**src/hw/rtl/arof_pkg.sv**
```systemverilog
// Shared types, constants and helpers of the alignment region overlap filter.
package arof_pkg;

  localparam int COUNT_BITS     = 40;
  localparam int TOTAL_BITS     = 40;
  localparam int SPAN_BITS      = 31;
  localparam int ID_BITS        = 31;
  localparam int POS_BITS       = 32;
  localparam int WORD_BITS      = 32;
  localparam int OPCODE_BITS    = 4;
  localparam int LEN_BITS       = WORD_BITS - OPCODE_BITS;
  localparam int CFG_INDEX_BITS = 4;
  localparam int CFG_DATA_BITS  = 32;

  localparam logic [SPAN_BITS-1:0] SPAN_MAX = '1;

  // CIGAR opcodes that consume reference bases.
  localparam logic [OPCODE_BITS-1:0] OP_MATCH    = 4'd0;
  localparam logic [OPCODE_BITS-1:0] OP_DELETE   = 4'd2;
  localparam logic [OPCODE_BITS-1:0] OP_SKIP     = 4'd3;
  localparam logic [OPCODE_BITS-1:0] OP_SEQ_EQ   = 4'd7;
  localparam logic [OPCODE_BITS-1:0] OP_SEQ_DIFF = 4'd8;

  // Configuration register indexes.
  localparam logic [CFG_INDEX_BITS-1:0] REG_TARGET_REFERENCE = 4'd0;
  localparam logic [CFG_INDEX_BITS-1:0] REG_REGION_FIRST     = 4'd1;
  localparam logic [CFG_INDEX_BITS-1:0] REG_REGION_LAST      = 4'd2;
  localparam logic [CFG_INDEX_BITS-1:0] REG_SORTED_MODE      = 4'd3;

  localparam logic signed [POS_BITS-1:0] REGION_LAST_RESET = 32'sd2147483646;

  typedef struct packed {
    logic [ID_BITS-1:0]         target_reference;
    logic [ID_BITS-1:0]         region_first;
    logic signed [POS_BITS-1:0] region_last;
    logic                       sorted_mode;
  } cfg_t;

  typedef struct packed {
    logic signed [POS_BITS-1:0] record_reference;
    logic signed [POS_BITS-1:0] record_start;
    logic [WORD_BITS-1:0]       cigar_word;
    logic                       word_present;
    logic                       record_end_mark;
  } item_t;

  typedef struct packed {
    logic [SPAN_BITS-1:0]  span_sum;
    logic                  stop_flag;
    logic [COUNT_BITS-1:0] count;
  } state_t;

  function automatic logic consumes_reference(input logic [OPCODE_BITS-1:0] op);
    return (op == OP_MATCH) || (op == OP_DELETE) || (op == OP_SKIP) ||
           (op == OP_SEQ_EQ) || (op == OP_SEQ_DIFF);
  endfunction

endpackage

```
**src/hw/rtl/arof_in_if.sv**
```systemverilog
// Input channel: one CIGAR operation of an alignment record per transaction.
interface arof_in_if;
  import arof_pkg::*;

  logic                       valid;
  logic                       ready;
  logic signed [POS_BITS-1:0] record_reference;
  logic signed [POS_BITS-1:0] record_start;
  logic [WORD_BITS-1:0]       cigar_word;
  logic                       word_present;
  logic                       record_end_mark;

  modport source (output valid, output record_reference, output record_start,
                  output cigar_word, output word_present, output record_end_mark,
                  input ready);
  modport sink (input valid, input record_reference, input record_start,
                input cigar_word, input word_present, input record_end_mark,
                output ready);
endinterface

```
**src/hw/rtl/arof_out_if.sv**
```systemverilog
// Result channel: one filter verdict per completed record.
interface arof_out_if;
  import arof_pkg::*;

  logic                  valid;
  logic                  ready;
  logic                  selected;
  logic                  scan_stopped;
  logic [SPAN_BITS-1:0]  reference_span;
  logic [TOTAL_BITS-1:0] match_total;

  modport source (output valid, output selected, output scan_stopped,
                  output reference_span, output match_total, input ready);
  modport sink (input valid, input selected, input scan_stopped,
                input reference_span, input match_total, output ready);
endinterface

```
**src/hw/rtl/alignment_region_overlap_filter.sv**
```systemverilog
// Top level of the alignment region overlap filter.
//
//  channel   direction  handshake      transaction
//  in_ch     in         valid/ready    one CIGAR operation with record id and start
//  out_ch    out        valid/ready    one verdict per record, on its last operation
//  cfg_*     in         write enable   one register write, no read-back
//
// An item is registered on acceptance and evaluated from the input register, so a new
// item can be taken every cycle unless a record's last item is held there; out_ch.valid
// is set in the result register when a record's last item leaves the input register.
// Throughput is one item per cycle outside such stalls, set by the single input register stage.
// Reset is synchronous, clears the span sum, stop flag, counter and valid flags, and loads config defaults.
// While a result waits on out_ch, non-final items keep flowing; only a record's
// last item waits in the input register until the result register frees up.
module alignment_region_overlap_filter
  import arof_pkg::*;
(
  input  logic                      clk,
  input  logic                      rst_n,
  arof_in_if.sink                   in_ch,
  arof_out_if.source                out_ch,
  input  logic                      cfg_we,
  input  logic [CFG_INDEX_BITS-1:0] cfg_index,
  input  logic [CFG_DATA_BITS-1:0]  cfg_wdata
);

  cfg_t   cfg_r;
  state_t state_r;
  state_t state_nxt;
  item_t  s1_item_r;
  logic   s1_valid_r;
  logic   s1_adv;
  logic   in_accept;
  logic   eval_selected;
  logic [SPAN_BITS-1:0] eval_span;
  logic [63:0]          count_ext;

  logic                  out_valid_r;
  logic                  out_selected_r;
  logic                  out_stopped_r;
  logic [SPAN_BITS-1:0]  out_span_r;
  logic [TOTAL_BITS-1:0] out_total_r;

  arof_eval u_eval (
    .cfg       (cfg_r),
    .item      (s1_item_r),
    .state     (state_r),
    .state_nxt (state_nxt),
    .selected  (eval_selected),
    .span      (eval_span)
  );

  assign s1_adv = s1_valid_r &&
                  (!s1_item_r.record_end_mark || !out_valid_r || out_ch.ready);
  assign in_ch.ready = !s1_valid_r || s1_adv;
  assign in_accept   = in_ch.valid && in_ch.ready;
  assign count_ext   = 64'(state_nxt.count);

  always_ff @(posedge clk) begin
    if (!rst_n) begin
      s1_valid_r             <= 1'b0;
      out_valid_r            <= 1'b0;
      state_r                <= '0;
      cfg_r.target_reference <= '0;
      cfg_r.region_first     <= '0;
      cfg_r.region_last      <= REGION_LAST_RESET;
      cfg_r.sorted_mode      <= 1'b0;
    end else begin
      if (in_accept) begin
        s1_valid_r <= 1'b1;
      end else if (s1_adv) begin
        s1_valid_r <= 1'b0;
      end
      if (s1_adv) begin
        state_r <= state_nxt;
      end
      if (s1_adv && s1_item_r.record_end_mark) begin
        out_valid_r <= 1'b1;
      end else if (out_ch.ready) begin
        out_valid_r <= 1'b0;
      end
      if (cfg_we) begin
        unique case (cfg_index)
          REG_TARGET_REFERENCE: cfg_r.target_reference <= cfg_wdata[ID_BITS-1:0];
          REG_REGION_FIRST:     cfg_r.region_first     <= cfg_wdata[ID_BITS-1:0];
          REG_REGION_LAST:      cfg_r.region_last      <= $signed(cfg_wdata[POS_BITS-1:0]);
          REG_SORTED_MODE:      cfg_r.sorted_mode      <= cfg_wdata[0];
          default: ;
        endcase
      end
    end
  end

  always_ff @(posedge clk) begin
    if (in_accept) begin
      s1_item_r.record_reference <= in_ch.record_reference;
      s1_item_r.record_start     <= in_ch.record_start;
      s1_item_r.cigar_word       <= in_ch.cigar_word;
      s1_item_r.word_present     <= in_ch.word_present;
      s1_item_r.record_end_mark  <= in_ch.record_end_mark;
    end
    if (s1_adv && s1_item_r.record_end_mark) begin
      out_selected_r <= eval_selected;
      out_stopped_r  <= state_nxt.stop_flag;
      out_span_r     <= eval_span;
      out_total_r    <= count_ext[TOTAL_BITS-1:0];
    end
  end

  assign out_ch.valid          = out_valid_r;
  assign out_ch.selected       = out_selected_r;
  assign out_ch.scan_stopped   = out_stopped_r;
  assign out_ch.reference_span = out_span_r;
  assign out_ch.match_total    = out_total_r;

endmodule

```
**src/hw/rtl/arof_eval.sv**
```systemverilog
// Span accumulation and region overlap decision for one registered item.
module arof_eval
  import arof_pkg::*;
(
  input  cfg_t                 cfg,
  input  item_t                item,
  input  state_t               state,
  output state_t               state_nxt,
  output logic                 selected,
  output logic [SPAN_BITS-1:0] span
);

  logic [LEN_BITS-1:0]    op_len;
  logic [OPCODE_BITS-1:0] op_code;
  logic [SPAN_BITS:0]     sum_wide;
  logic [SPAN_BITS-1:0]   sum_acc;
  logic signed [POS_BITS:0]   tgt_s;
  logic signed [POS_BITS:0]   ref_s;
  logic signed [POS_BITS+1:0] end_s;
  logic signed [POS_BITS+1:0] first_s;
  logic ref_eq;
  logic ref_gt;
  logic past_last;
  logic starts_before;
  logic ends_before;
  logic stop_set;
  logic sel;

  assign op_len  = item.cigar_word[WORD_BITS-1:OPCODE_BITS];
  assign op_code = item.cigar_word[OPCODE_BITS-1:0];
  assign sum_wide = {1'b0, state.span_sum} + (SPAN_BITS+1)'(op_len);

  always_comb begin
    if (item.word_present && consumes_reference(op_code)) begin
      sum_acc = sum_wide[SPAN_BITS] ? SPAN_MAX : sum_wide[SPAN_BITS-1:0];
    end else begin
      sum_acc = state.span_sum;
    end
  end

  assign span = (sum_acc == '0) ? SPAN_BITS'(1) : sum_acc;

  assign tgt_s   = $signed({2'b00, cfg.target_reference});
  assign ref_s   = $signed({item.record_reference[POS_BITS-1], item.record_reference});
  assign ref_eq  = (ref_s == tgt_s);
  assign ref_gt  = (ref_s > tgt_s);
  assign past_last = (item.record_start > cfg.region_last);

  // End position is start + span - 1, kept wide enough that it never wraps.
  assign end_s   = $signed({{2{item.record_start[POS_BITS-1]}}, item.record_start})
                 + $signed({3'b000, span}) - 34'sd1;
  assign first_s = $signed({3'b000, cfg.region_first});
  assign starts_before = ($signed({{2{item.record_start[POS_BITS-1]}}, item.record_start})
                          < first_s);
  assign ends_before   = (end_s < first_s);

  always_comb begin
    stop_set = 1'b0;
    sel      = 1'b0;
    if (item.record_end_mark && !state.stop_flag) begin
      priority if (!ref_eq) begin
        stop_set = cfg.sorted_mode && ref_gt;
      end else if (past_last) begin
        stop_set = cfg.sorted_mode;
      end else begin
        sel = !(starts_before && ends_before);
      end
    end
  end

  assign selected            = sel;
  assign state_nxt.span_sum  = item.record_end_mark ? '0 : sum_acc;
  assign state_nxt.stop_flag = state.stop_flag | stop_set;
  assign state_nxt.count     = state.count + COUNT_BITS'(sel);

endmodule

```
**src/flat_wrapper.sv**
```systemverilog
// flat-port wrapper written by rule: the top's interface ports become plain ports
module alignment_region_overlap_filter_flat import arof_pkg::*;
  (clk, rst_n, cfg_we, cfg_index, cfg_wdata, in_ch_valid, in_ch_record_reference, in_ch_record_start, in_ch_cigar_word, in_ch_word_present, in_ch_record_end_mark, in_ch_ready, out_ch_valid, out_ch_selected, out_ch_scan_stopped, out_ch_reference_span, out_ch_match_total, out_ch_ready);
  arof_in_if in_ch_i ();
  arof_out_if out_ch_i ();
  input  logic clk;
  input  logic rst_n;
  input  logic cfg_we;
  input  logic [CFG_INDEX_BITS-1:0] cfg_index;
  input  logic [CFG_DATA_BITS-1:0] cfg_wdata;
  input wire logic [$bits(in_ch_i.valid)-1:0] in_ch_valid;
  input wire logic [$bits(in_ch_i.record_reference)-1:0] in_ch_record_reference;
  input wire logic [$bits(in_ch_i.record_start)-1:0] in_ch_record_start;
  input wire logic [$bits(in_ch_i.cigar_word)-1:0] in_ch_cigar_word;
  input wire logic [$bits(in_ch_i.word_present)-1:0] in_ch_word_present;
  input wire logic [$bits(in_ch_i.record_end_mark)-1:0] in_ch_record_end_mark;
  output wire logic [$bits(in_ch_i.ready)-1:0] in_ch_ready;
  output wire logic [$bits(out_ch_i.valid)-1:0] out_ch_valid;
  output wire logic [$bits(out_ch_i.selected)-1:0] out_ch_selected;
  output wire logic [$bits(out_ch_i.scan_stopped)-1:0] out_ch_scan_stopped;
  output wire logic [$bits(out_ch_i.reference_span)-1:0] out_ch_reference_span;
  output wire logic [$bits(out_ch_i.match_total)-1:0] out_ch_match_total;
  input wire logic [$bits(out_ch_i.ready)-1:0] out_ch_ready;
  assign in_ch_i.valid = in_ch_valid;
  assign in_ch_i.record_reference = in_ch_record_reference;
  assign in_ch_i.record_start = in_ch_record_start;
  assign in_ch_i.cigar_word = in_ch_cigar_word;
  assign in_ch_i.word_present = in_ch_word_present;
  assign in_ch_i.record_end_mark = in_ch_record_end_mark;
  assign in_ch_ready = in_ch_i.ready;
  assign out_ch_valid = out_ch_i.valid;
  assign out_ch_selected = out_ch_i.selected;
  assign out_ch_scan_stopped = out_ch_i.scan_stopped;
  assign out_ch_reference_span = out_ch_i.reference_span;
  assign out_ch_match_total = out_ch_i.match_total;
  assign out_ch_i.ready = out_ch_ready;
  alignment_region_overlap_filter u_core (.clk(clk), .rst_n(rst_n), .in_ch(in_ch_i), .out_ch(out_ch_i), .cfg_we(cfg_we), .cfg_index(cfg_index), .cfg_wdata(cfg_wdata));
endmodule
```
**config.mk**
```make
export PLATFORM = sky130hd
export DESIGN_NAME = alignment_region_overlap_filter_flat
export DESIGN_NICKNAME = d
export VERILOG_FILES = /design/src/hw/rtl/arof_pkg.sv /design/src/hw/rtl/arof_in_if.sv /design/src/hw/rtl/arof_out_if.sv /design/src/hw/rtl/alignment_region_overlap_filter.sv /design/src/hw/rtl/arof_eval.sv /design/src/flat_wrapper.sv
export SDC_FILE = /design/constraint.sdc
export NUM_CORES = 1
export LEC_CHECK = 0
export BUFFER_PORTS_ARGS = -buffer_cell sky130_fd_sc_hd__buf_4
export CORE_MARGIN = 4
export CORE_UTILIZATION = 60
export CTS_CLUSTER_DIAMETER = 60
export DETAILED_ROUTE_END_ITERATION = 16
export GPL_TIMING_DRIVEN = 1
export PLACE_DENSITY = 0.92
export SLEW_MARGIN = 20
export SYNTH_ARGS = -nofsm -noshare
export SYNTH_HDL_FRONTEND = slang
export SYNTH_SLANG_ARGS = --single-unit
```
**constraint.sdc**
```tcl
create_clock -name clk -period 11.4 [get_ports clk]
set_input_delay 0.57 -clock clk [delete_from_list [all_inputs] [get_ports clk]]
set_output_delay 0.57 -clock clk [all_outputs]
set_load 0.02 [all_outputs]
```
==> results of run 1 <==
[repair_timing]
action                                 CTS  global route
gates resized for setup                  1            15
setup buffers                            0             6
pin swaps                                0             2
endpoints found under the hold margin    0             0
gates cloned                             0             1
setup endpoints to repair                2            29
[where the power goes]
| part | switching [mW] | internal, mW |
|---|---|---|
| sequential | 0.0217 | 1.32 |
| combinational | 0.329 | 0.248 |
| clock | 0.507 | 0.757 |
| total | 0.858 | 2.32 |
[layer usage]
layer / track usage, % / routed length [um] / vias up
met4: 11.15 / 2050 / 2
met3: 4.372 / 4467 / 167
met5: 0 / 13 / -
li1: - / - / 7659
met2: 49.75 / 25710 / 760
met1: 38.73 / 21710 / 7715
[worst register-to-register path, delay by kind of cell, from the launching register on]
family | cells | cell delay (ns)
AND/OR/NAND/NOR | 18 | 3.96
buffers and inverters | 1 | 0.05
flip-flops | 1 | 0.36
AO/OA/AOI/OAI | 21 | 4.69
XOR/XNOR | 1 | 0.15
adder cells (fa/ha/maj) | 7 | 1.62
[registers in the layout, summed over array words and instances (netlist names), 31 cells and up]
name / count
u_core.out_ch.match_total: 40
u_core.s1_item_r: 98
u_core.cfg_r: 95
u_core.state_r: 72
u_core.out_ch.reference_span: 31
[Yosys cell counts (all sizes together) (10+ instances only)]
library cell and instances:
o21a 14, nand3 34, nand4 34, inv 234, a31oi 23, xnor2 65
and2 32, nand2 256, a211oi 12, xor2 45, nor3 24, ha 215
o21bai 10, a21boi 86, nor2b 45, edfxtp 171, a21o 56, a22oi 30
clkbuf 64, dfxtp 169, o211ai 38, o21ai 72, nor2 89, and3 23
a21oi 94, or3 24
[final cells by class]
type / count / area (um2) / share of cell area [%]
clock inverter: 17 / 220.2 / 0.9546
clock buffer: 52 / 1069 / 4.632
multi-input combinational: 1414 / 10030 / 43.49
timing repair buffer: 238 / 1807 / 7.832
tap: 435 / 544.3 / 2.359
inverter: 234 / 878.3 / 3.807
sequential: 340 / 8518 / 36.92
[final timing paths]
kind	startpoint	end	slack [ns]	depth (start not counted)
max	u_core.state_r[41]$_SDFFE_PN0P_	u_core.state_r[34]$_SDFFE_PN0P_	0.48	48
min	in_ch_record_reference[14]	u_core.s1_item_r[80]$_DFFE_PP_	0.21	1
max reg2reg	u_core.state_r[41]$_SDFFE_PN0P_	u_core.state_r[34]$_SDFFE_PN0P_	0.48	48
min reg2reg	u_core.cfg_r[83]$_SDFFE_PN0P_	u_core.cfg_r[83]$_SDFFE_PN0P_	0.47	2
[kinds of logic (layout without fill, tap and decap cells)]
kind of cell	count (synthesis)	after routing
simple gates	603	603
compound gates	477	478
flops	340	340
buf+inv	304	541
fa+ha+maj	217	217
xor+xnor	110	110
mux	6	6
[metrics by stage]
| stage | TNS, ns | worst slack (ns) | instances | area, um2 | power (mW) |
|---|---|---|---|---|---|
| after floorplan | 0 | 1.914 | 2057 | 19610 | 1.744 |
| after global placement | 0 | 0.5445 | 2653 | 21640 | 1.896 |
| after detailed placement | 0 | 0.1091 | 2654 | 21670 | 1.922 |
| after CTS | 0 | 0.1078 | 2723 | 22960 | 3.178 |
| after global routing | -0.08501 | -0.03935 | 2730 | 23070 | 3.303 |
| final | 0 | 0.4755 | 2730 | 23070 | 3.181 |
==> results.md, run 1 <==
STA:
- The worst slack on hold paths is 0.2092 ns.
- The final-report hold violation count is 0.
- The maximum achievable frequency is 91.54 MHz.
- The final clock period utilization by the worst path is between 90 and 100%.
- The minimum clock period after layout is 10.92 ns.
- Across the routed clock network, the largest skew measured is 0.02144 ns.
- At the pin with the least slew margin, the transition time is 1.036 ns.
- The final-report max-slew violation count is 0.
- The worst slew margin relative to its limit is 30.92%.
- The number of setup violations in the final report is 0.

Yosys:
- In this run the mean area of a mapped cell was 9.532 um2.
- The post-synthesis share of cell area spent on xor and xnor gates is approximately 4.9%.
- By area, the combinational part of the netlist is dominated by compound AO/OA/AOI/OAI gates.
- The mux contribution to synthesized area is 0.3127%.
- Counting flops with an async set or reset pin after synthesis yields a share of 0%.
- In this run, synthesis produced a sequential element count of 340.
- The summed instance area of the synthesized netlist is 0.01961 mm2.
- After synthesis, flip-flops and latches occupy 43.45% of the total area.
- The synthesized netlist devotes 13.92% of its cell area to adder and majority cells.
- Of all cell types, the one taking the most synthesized area is edfxtp_1.
- The synthesized design devotes to its leading area cell type between 20% and 30% of total area.
- The post-synthesis net count is 2413.
- Summing the areas of all compound-gate instances in the mapped netlist gives between 10% and 20% of the synthesized area.
- Counting every instance in the synthesized netlist gives 2057.
- The most used flip-flop cell after synthesis is edfxtp_1.
- By area the synthesized netlist is led by edfxtp_1 (26%), dfxtp_1 (17%), ha_1 (14%).
- The number of distinct library cells after synthesis is 78.
- Of the total synthesized cell area, the portion taken by AND, OR, NAND and NOR gates is 14.79%.
- The total of warnings raised by yosys is 0.
- The number of enable flip-flop cells after synthesis is 171.

Detailed routing:
- The vias per cell is 5.972.
- The final wirelength is 53.95 mm.
- The number of vias in the routed layout is 16300.
- The first detailed-routing pass took 5 iterations.
- The post-detailed-route DRC marker count is 0.
- Dividing the detail-routed wire length by the instance count gives slightly below 20 um.
- The detail route stage leaves a number of antenna-violating nets equal to 0.
- The detailed router finished its first iteration with 1543 violations.

Clock network:
- The clock latency on the worst-skew pair is 0.53 ns.
- In this run the deepest clock path goes through 3 buffers.
- After clock tree synthesis, the clock-pin slew on the worst setup and hold paths is around 0.060 ns.
- The root buffer selected by CTS is clkbuf_16.
- The total of hold buffers inserted after clock tree synthesis is 0.
- The clock tree from TritonCTS is built.
- Buffers inserted during clock tree synthesis total 38.
- The H-tree was split into 2 levels.
- The clock net sink count is between 300 and 400.

Placement:
- The last weighted congestion value of the routability-driven placer is 0.9808.
- Port buffering added 213 buffers.
- Detailed placement finished with a half-perimeter wire length of approximately 39 mm.

Layout:
- The leading cell type in the layout, fill and taps excluded is nand2_1.
- The diode insertion count for antenna repair is 0.
- Compared with the post-synthesis result, the final layout area differs by 17.66%.
- In the layout the commonest cells are nand2_1 (254), buf_4 (237), inv_1 (234).
- The post-route netlist has 15.21% of its cells at a drive strength greater than 1.
- The number of fillers in the final layout is 2177.
- The core utilization of the finished layout is 72.36%.
- For this run, the post-layout net count is 2622.

Critical path:
- The endpoint class of the critical path is a flip-flop.
- The worst endpoint required time is 11.84 ns.
- In this design, the critical path's most frequently occurring cell is ha_1.
- The library cell contributing the largest single delay on the critical path is o41a_1.
- For this run, the slowest stage of the critical path takes 0.47 ns.
- Along the worst path, the maximum fanout reaches 8.
- Data on the critical path arrives at its endpoint at 11.36 ns.
- The critical path start-end classification is reg -> reg.
- The family of cells with the greatest summed delay on the critical path is compound AO/OA/AOI/OAI gates.
- Together, buffers and inverters on the worst path number 1.
- The kind of start point of the critical path is a flip-flop.

Run:
- The number of max-capacitance violations reported is 0.

Global route:
- Global routing used a little under 30% of the available tracks.
- The total grt overflow is 0.
- The wire length of the first global-routing pass is 85.48 mm.
- Entering global routing, the biggest net connects 98 pins.
- The via count of the first global-routing pass is 16550.
- The initial antenna violation count is 1.

Die:
- The floorplan die height is roughly 190 um.
- The number of top-level pins is 214.
- The area of the die is 0.03563 mm2.
- From left edge to right edge, the die measures 188.8 um.
- The number of rows in the core area is 65.
- The starting density of the core is approximately three fifths.
- The core region is 0.03188 mm2.

Power and ir drop:
- The worst IR drop on VDD is about 120 uV.
- The power density over cell area is between 100 and 150 mW/mm2.
- The total leakage power is 9.926 nW.

Outcome:
- The run finished with clean final reports.

Worst hold path:
- The min-delay analysis places its worst path in the category in -> reg.
Note: power is estimated with default switching activity, not from simulation.
==> run 2, diff against run 1 <==
--- a/config.mk
+++ b/config.mk
@@ -12,6 +12,7 @@
 export DETAILED_ROUTE_END_ITERATION = 16
 export GPL_TIMING_DRIVEN = 1
 export PLACE_DENSITY = 0.92
+export REMOVE_ABC_BUFFERS = 1
 export SLEW_MARGIN = 20
 export SYNTH_ARGS = -nofsm -noshare
 export SYNTH_HDL_FRONTEND = slang
==> run 2 against run 1 <==
Setup slack better by 0.051 ns; sequential share of layout area hardly changed; critical path depth is 2 higher; routed wire length is 5.5% lower; via count is 0.98% lower; flip-flop and latch count stayed put; non-clock buffer count is 5 lower; cell area hardly changed; largest power group unchanged; total power is 0.52% lower; critical endpoint is now u_core.state_r[36]$_SDFFE_PN0P_.
==> results.md, run 2 (same netlist as run 1, synthesis figures left out) <==
Outcome:
- Run status: complete, no violations (unchanged).

Layout:
- The ratio of cells with drive above 1 in the final layout was 15.15% (was 15.21%).
- The leading cell type in the layout, fill and taps excluded is nand2_1 (unchanged).
- Top Registers: u_core.s1_item_r x98, u_core.cfg_r x95, u_core.state_r x72 (unchanged).
- The number of fillers in the final layout came to 2232 (was 2177).
- The final layout net count is 2616 (was 2622).
- The layout-stage area growth over the synthesis result is 17.56% (was 17.66%).
- The diode insertion count for antenna repair is 0 (unchanged).
- The number of flip-flops in the largest register is 98 (unchanged).
- Leading cell types in the layout, fill and taps excluded: nand2_1 (254), inv_1 (234), buf_4 (232) (was nand2_1 (254), buf_4 (237), inv_1 (234)).
- The register with the most flip-flops is u_core.s1_item_r (unchanged).

Worst hold path:
- The cell depth of the worst min-delay path is 1 (unchanged).
- The worst hold path class is in -> reg (unchanged).
- The launch instance of the worst min-delay path is in_ch_record_start[22] (was in_ch_record_reference[14]).
- The hold-critical path endpoint was u_core.s1_item_r[56]$_DFFE_PP_ (was u_core.s1_item_r[80]$_DFFE_PP_).

Global route:
- The initial antenna violation count is 0 (was 1).
- The wire length of the first global-routing pass was 80.59 mm (was 85.48 mm).
- The largest net degree at the start of global routing came to 120 (was 98).
- The via count of the first global-routing pass is 15920 (was 16550).
- The total grt overflow came to 0 (unchanged).
- The total routing resource utilization after global routing is 27.74% (was 29.51%).

STA:
- The final-report hold violation count is 0 (unchanged).
- The worst slack on hold paths is 0.2058 ns (was 0.2092 ns).
- The worst slew margin relative to its limit came to 33.40% (was 30.92%).
- The final-report max-slew violation count is 0 (unchanged).
- The slew at the pin with the worst max-slew slack is 0.9990 ns (was 1.036 ns).
- The number of setup violations in the final report was 0 (unchanged).
- The sum of negative setup slack came to 0 ns (unchanged).
- The minimum clock period after layout is 10.87 ns (was 10.92 ns).
- The maximum achievable frequency is 91.96 MHz (was 91.54 MHz).
- The final clock period utilization by the worst path is 95.38% (was 95.83%).
- The worst-case clock skew is 0.02504 ns (was 0.02144 ns).

Clock network:
- The clock tree from TritonCTS is built (unchanged).
- The clock-pin slew of the registers on the worst-case setup and hold paths is 0.07 ns (was 0.06 ns).
- The maximum clock insertion buffer count is 3 (unchanged).
- The clock net sink count was 340 (unchanged).
- The root buffer selected by CTS is clkbuf_16 (unchanged).
- The clock latency on the worst-skew pair is 0.54 ns (was 0.53 ns).
- The total number of H-tree levels came to 2 (unchanged).
- The number of clock buffers inserted by TritonCTS is 38 (unchanged).

Critical path:
- The biggest fanout along the worst timing path is 8 (unchanged).
- The cell type with the highest occurrence count on the critical path is ha_1 (unchanged).
- The critical path start-end classification is reg -> reg (unchanged).
- The worst path arrival time is 11.30 ns (was 11.36 ns).
- The worst endpoint required time is 11.83 ns (was 11.84 ns).
- The largest incremental delay on the critical path is 0.57 ns (was 0.47 ns).
- The endpoint class of the critical path is a flip-flop (unchanged).
- The kind of start point of the critical path is a flip-flop (unchanged).
- The end of the worst register-to-register path is u_core.state_r[36]$_SDFFE_PN0P_ (was u_core.state_r[34]$_SDFFE_PN0P_).
- The launching point of the worst reg2reg path is u_core.s1_item_r[6]$_DFFE_PP_ (was u_core.state_r[41]$_SDFFE_PN0P_).
- The register-to-register setup slack was 0.53 ns (was 0.48 ns).
- The library cell contributing the largest single delay on the critical path is or4_1 (was o41a_1).
- The depth of the most critical reg-to-reg path is 50 (was 48).

Power and ir drop:
- The worst IR drop on VDD is 148.3 uV (was 124.1 uV).
- The power density over cell area is 137.3 mW/mm2 (was 137.9 mW/mm2).
- The total leakage power was 9.890 nW (was 9.926 nW).

Detailed routing:
- The number of vias in the routed layout is 16140 (was 16300).
- The DRC violation total after the first TritonRoute iteration is 1312 (was 1543).
- The routed length per instance came to 18.70 um (was 19.76 um).
- The detailed-router iteration count before antenna repair came to 6 (was 5).
- The post-detailed-route DRC marker count is 0 (unchanged).
- The number of antenna-violating nets in the routed design is 0 (unchanged).
- The final wirelength came to 50.96 mm (was 53.95 mm).
- The vias per cell is 5.924 (was 5.972).

Die:
- The area of the die is 0.03563 mm2 (unchanged).
- The total core area is 0.03188 mm2 (unchanged).
- The horizontal extent of the die was 188.8 um (unchanged).
- The floorplan die height was 188.8 um (unchanged).
- The starting density of the core came to 61.50% (unchanged).
- The number of rows in the core area is 65 (unchanged).
- The number of top-level pins is 214 (unchanged).

Run:
- The number of max-capacitance violations reported came to 0 (unchanged).

Placement:
- The HPWL after detailed placement is 36.65 mm (was 39.47 mm).
- The last weighted congestion value of the routability-driven placer is 0.9332 (was 0.9808).
- The count of port buffers added during placement was 213 (unchanged).
run 2: critical path, delay by kind of cell, from the launching register on:
| kind | cells | cell delay [ns] |
|---|---|---|
| AOI/OAI and AO/OA | 18 | 3.53 |
| adders and majority gates | 7 | 1.91 |
| xor gates and xnor gates | 3 | 0.41 |
| DFF | 1 | 0.38 |
| buffers and inverters | 1 | 0.05 |
| and+or+nand+nor | 21 | 4.49 |
run 2: where the power goes:
part	internal [mW]	leakage, nW	switching, mW
registers	1.32	3.09	0.0221
clock network	0.753	0.621	0.506
logic	0.246	6.17	0.318
total	2.32	9.89	0.847
run 2: what timing repair did:
action	in CTS	in global routing
buffers inserted	3	2
setup endpoints to repair	4	30
hold buffers	0	0
pin swaps	1	6
resized for setup	0	22
run 2: layout make-up:
type                            count  area [um2]  share of cell area (%)
Timing Repair Buffer              233        1762                   7.643
Tap cell                          435       544.3                   2.361
Clock buffer                       52        1065                   4.619
Multi-Input combinational cell   1413       10050                   43.58
Clock inverter                     18       235.2                   1.021
Sequential cell                   340        8519                   36.96
Inverter                          234       878.3                   3.811
run 2: how the worst max path moves through the flow:
stage                                 endpoint  slack (ns)  cells past startpoint                             from
2_1_floorplan  u_core.state_r[36]$_SDFFE_PN0P_        1.80                     49   u_core.s1_item_r[25]$_DFFE_PP_
4_1_cts        u_core.state_r[36]$_SDFFE_PN0P_        0.03                     49   u_core.s1_item_r[18]$_DFFE_PP_
5_1_grt        u_core.state_r[34]$_SDFFE_PN0P_       -0.06                     49    u_core.s1_item_r[6]$_DFFE_PP_
3_3_place_gp   u_core.state_r[36]$_SDFFE_PN0P_        0.51                     49  u_core.state_r[60]$_SDFFE_PN0P_
3_5_place_dp   u_core.state_r[36]$_SDFFE_PN0P_        0.12                     49  u_core.state_r[60]$_SDFFE_PN0P_
6_report       u_core.state_r[36]$_SDFFE_PN0P_        0.53                     50    u_core.s1_item_r[6]$_DFFE_PP_
run 2: metrics by stage:
stage | worst slack, ns | util (%) | std cells | power (mW) | area, um2
after floorplan | 1.804 | - | 1987 | 1.735 | 19330
after global routing | -0.05503 | 72.30 | 2725 | 3.303 | 23050
after CTS | 0.02653 | 71.93 | 2722 | 3.165 | 22930
after global placement | 0.5130 | 67.78 | 2649 | 1.885 | 21610
after detailed placement | 0.1157 | 67.78 | 2649 | 1.910 | 21610
final | 0.5263 | 72.30 | 2725 | 3.165 | 23050
run 2: metal layers:
layer / vias up / wire length, um / track usage, %
li1: 7632 / - / -
met1: 7563 / 20430 / 35.36
met2: 760 / 24460 / 47.83
met3: 189 / 4032 / 4.502
met4: 0 / 2034 / 10.17
met5: - / 0 / 0
==> run 3, diff against run 2 <==
--- a/config.mk
+++ b/config.mk
@@ -6,7 +6,7 @@
 export NUM_CORES = 1
 export LEC_CHECK = 0
 export BUFFER_PORTS_ARGS = -buffer_cell sky130_fd_sc_hd__buf_4
-export CORE_MARGIN = 4
+export CORE_MARGIN = 5
 export CORE_UTILIZATION = 60
 export CTS_CLUSTER_DIAMETER = 60
 export DETAILED_ROUTE_END_ITERATION = 16
==> run 3 against run 2 <==
First-iteration DRC count fell by 0.23%; sequential power barely moved; global-route usage rose by 0.70 points; critical endpoint is now u_core.state_r[34]$_SDFFE_PN0P_; highest routed layer is now met5; combinational power rose by 2%; die area rose by 2.1%; maximum frequency rose by 2.0%; cell area fell by 0.73%; final cell count barely moved; clock skew fell by 0.0056 ns; flip-flop and latch count did not move.
==> results.md, run 3 (same netlist as run 1, synthesis figures left out) <==
Outcome:
- Run status: complete, no violations (unchanged).

STA:
- The final clock period utilization by the worst path is 93.50% (was 95.38%).
- The final-report max-slew violation count was 0 (unchanged).
- The worst-case clock skew is 0.01940 ns (was 0.02504 ns).
- The minimum clock period after layout is 10.66 ns (was 10.87 ns).
- The worst slew margin relative to its limit is 30.45% (was 33.40%).
- The worst slack on hold paths is 0.2121 ns (was 0.2058 ns).
- The final-report hold violation count came to 0 (unchanged).
- The setup slack after layout is 0.7410 ns (was 0.5263 ns).
- The slew at the pin with the worst max-slew slack was 1.043 ns (was 0.9990 ns).
- The maximum achievable frequency is 93.82 MHz (was 91.96 MHz).
- The number of setup violations in the final report is 0 (unchanged).

Clock network:
- The clock latency on the worst-skew pair is 0.53 ns (was 0.54 ns).
- The total of hold buffers inserted after clock tree synthesis is 0 (unchanged).
- The clock net sink count is 340 (unchanged).
- The clock tree from TritonCTS is built (unchanged).
- The root buffer selected by CTS was clkbuf_16 (unchanged).
- The maximum clock insertion buffer count is 3 (unchanged).
- The number of clock buffers inserted by TritonCTS was 37 (was 38).
- The total number of H-tree levels was 2 (unchanged).
- The clock-pin slew of the registers on the worst-case setup and hold paths was 0.06 ns (was 0.07 ns).

Die:
- The number of top-level pins is 214 (unchanged).
- The number of rows in the core area was 66 (was 65).
- The horizontal extent of the die came to 190.8 um (was 188.8 um).
- The starting density of the core was 60.57% (was 61.50%).
- The floorplan die height is 190.8 um (was 188.8 um).
- The total core area is 0.03237 mm2 (was 0.03188 mm2).
- The area of the die is 0.03639 mm2 (was 0.03563 mm2).

Power and ir drop:
- The total leakage power came to 9.823 nW (was 9.890 nW).
- The power density over cell area is 134.6 mW/mm2 (was 137.3 mW/mm2).
- The cell-internal power is 2.248 mW (was 2.318 mW).
- The clock share of power was 37.8% (was 39.8%).
- The part of the total power dissipated in combinational logic is 18.7% (was 17.8%).
- The worst IR drop on VDD was 120.3 uV (was 148.3 uV).
- The sequential cell fraction of total power came to 43.5% (was 42.4%).
- The net switching power figure is 0.8318 mW (was 0.8468 mW).
- The switching share of power is 27.01% (was 26.76%).

Layout:
- The ratio of cells with drive above 1 in the final layout is 14.62% (was 15.15%).
- The area of all placed cells without fillers is 0.02288 mm2 (was 0.02305 mm2).
- The number of fillers in the final layout is 2304 (was 2232).
- The leading cell type in the layout, fill and taps excluded is nand2_1 (unchanged).
- The register with the most flip-flops is u_core.s1_item_r (unchanged).
- The area of the multi-input gates is 0.01002 mm2 (was 0.01005 mm2).
- The sequential cell area was 0.008518 mm2 (was 0.008519 mm2).
- The final layout net count is 2614 (was 2616).
- Leading cell types in the layout, fill and taps excluded: nand2_1 (254), inv_1 (234), buf_4 (232) (unchanged).
- The post-route non-filler standard cell count is 2726 (was 2725).
- The layout-stage area growth over the synthesis result was 16.71% (was 17.56%).
- The diode insertion count for antenna repair is 0 (unchanged).
- The number of flip-flops in the largest register is 98 (unchanged).
- Top Registers: u_core.s1_item_r x98, u_core.cfg_r x95, u_core.state_r x72 (unchanged).

Critical path:
- The launching point of the worst reg2reg path is u_core.s1_item_r[17]$_DFFE_PP_ (was u_core.s1_item_r[6]$_DFFE_PP_).
- The critical path start-end classification is reg -> reg (unchanged).
- The launching instance or port of the critical path is u_core.s1_item_r[17]$_DFFE_PP_ (was u_core.s1_item_r[6]$_DFFE_PP_).
- The largest incremental delay on the critical path is 0.49 ns (was 0.57 ns).
- The cell type with the highest occurrence count on the critical path is ha_1 (unchanged).
- The worst endpoint required time is 11.85 ns (was 11.83 ns).
- The biggest fanout along the worst timing path is 8 (unchanged).
- The library cell contributing the largest single delay on the critical path is or3b_2 (was or4_1).
- The endpoint class of the critical path was a flip-flop (unchanged).
- The worst path arrival time is 11.10 ns (was 11.30 ns).
- The kind of start point of the critical path is a flip-flop (unchanged).

Placement:
- The number of cells after detailed placement is 2656 (was 2649).
- The area after detailed placement came to 0.02162 mm2 (was 0.02161 mm2).
- The HPWL after detailed placement was 39.09 mm (was 36.65 mm).
- The last weighted congestion value of the routability-driven placer was 0.9119 (was 0.9332).
- The count of port buffers added during placement came to 213 (unchanged).
- The post-place setup slack is 0.3216 ns (was 0.1157 ns).

Detailed routing:
- The post-detailed-route DRC marker count came to 0 (unchanged).
- The number of vias in the routed layout is 16180 (was 16140).
- The DRC violation total after the first TritonRoute iteration came to 1309 (was 1312).
- The number of antenna-violating nets in the routed design is 0 (unchanged).
- The routed length per instance is 19.37 um (was 18.70 um).
- The final wirelength was 52.80 mm (was 50.96 mm).
- The detailed-router iteration count before antenna repair is 6 (unchanged).
- The vias per cell was 5.935 (was 5.924).

Global route:
- The largest net degree at the start of global routing is 118 (was 120).
- The wire length of the first global-routing pass is 83.14 mm (was 80.59 mm).
- The initial antenna violation count is 1 (was 0).
- The total routing resource utilization after global routing came to 28.43% (was 27.74%).
- The total grt overflow is 0 (unchanged).
- The via count of the first global-routing pass came to 15990 (was 15920).

Run:
- The number of max-capacitance violations reported is 0 (unchanged).

Worst hold path:
- The launch instance of the worst min-delay path is in_ch_cigar_word[17] (was in_ch_record_start[22]).
- The worst hold path class is in -> reg (unchanged).
==> run 3: through the flow <==
stage / utilization (%) / TNS, ns / power, mW
after floorplan: - / 0 / 1.735
after global placement: 66.78 / 0 / 1.897
after detailed placement: 66.78 / 0 / 1.920
after CTS: 70.40 / 0 / 3.085
after global routing: 70.69 / -0.02692 / 3.216
final: 70.69 / 0 / 3.080
==> run 3: worst max-delay path: cells and delay by family (launching register included) <==
family / cells / cell delay [ns]
AOI/OAI and AO/OA: 21 / 4.56
xor gates and xnor gates: 1 / 0.15
adders and majority gates: 6 / 1.58
buffers and inverters: 1 / 0.05
DFF: 1 / 0.38
and+or+nand+nor: 18 / 3.84
==> run 3: worst paths after layout <==
path	end	slack, ns	cells after the start
worst min register to register	u_core.cfg_r[65]$_SDFFE_PN0P_	0.47	2
worst max register to register	u_core.state_r[34]$_SDFFE_PN0P_	0.74	47
worst min-delay path	u_core.s1_item_r[19]$_DFFE_PP_	0.21	1
worst max-delay path	u_core.state_r[34]$_SDFFE_PN0P_	0.74	47
==> run 3: layout make-up <==
cell class              count  share of cell area, %
repair buffers            232                  7.612
multi-input cells        1413                  43.79
flip-flops and latches    340                  37.23
inverters                 234                  3.839
clock buffers              52                  4.533
clock inverters            13                 0.5851
well taps                 442                  2.417
==> run 3: power by group through the flow <==
stage / clock [mW] / sequential [mW] / combinational, mW
after detailed placement: 0 / 1.37 / 0.554
after global routing: 1.23 / 1.34 / 0.640
final: 1.16 / 1.34 / 0.575
after CTS: 1.18 / 1.34 / 0.565
after floorplan: 0 / 1.36 / 0.370
after global placement: 0 / 1.36 / 0.533
==> run 3: routing by layer <==
metal  vias up  GRT usage (%)  share of wire (%)
li1       7618              -                  -
met1      7668          36.08                 40
met2       726          48.80                 49
met3       165          4.339                7.1
met4         2          11.60                4.3
met5         -              0              0.025
==> run 3: what timing repair did <==
action	CTS	global route
buffers inserted	0	5
setup endpoints to repair	0	32
gates resized for setup	0	15
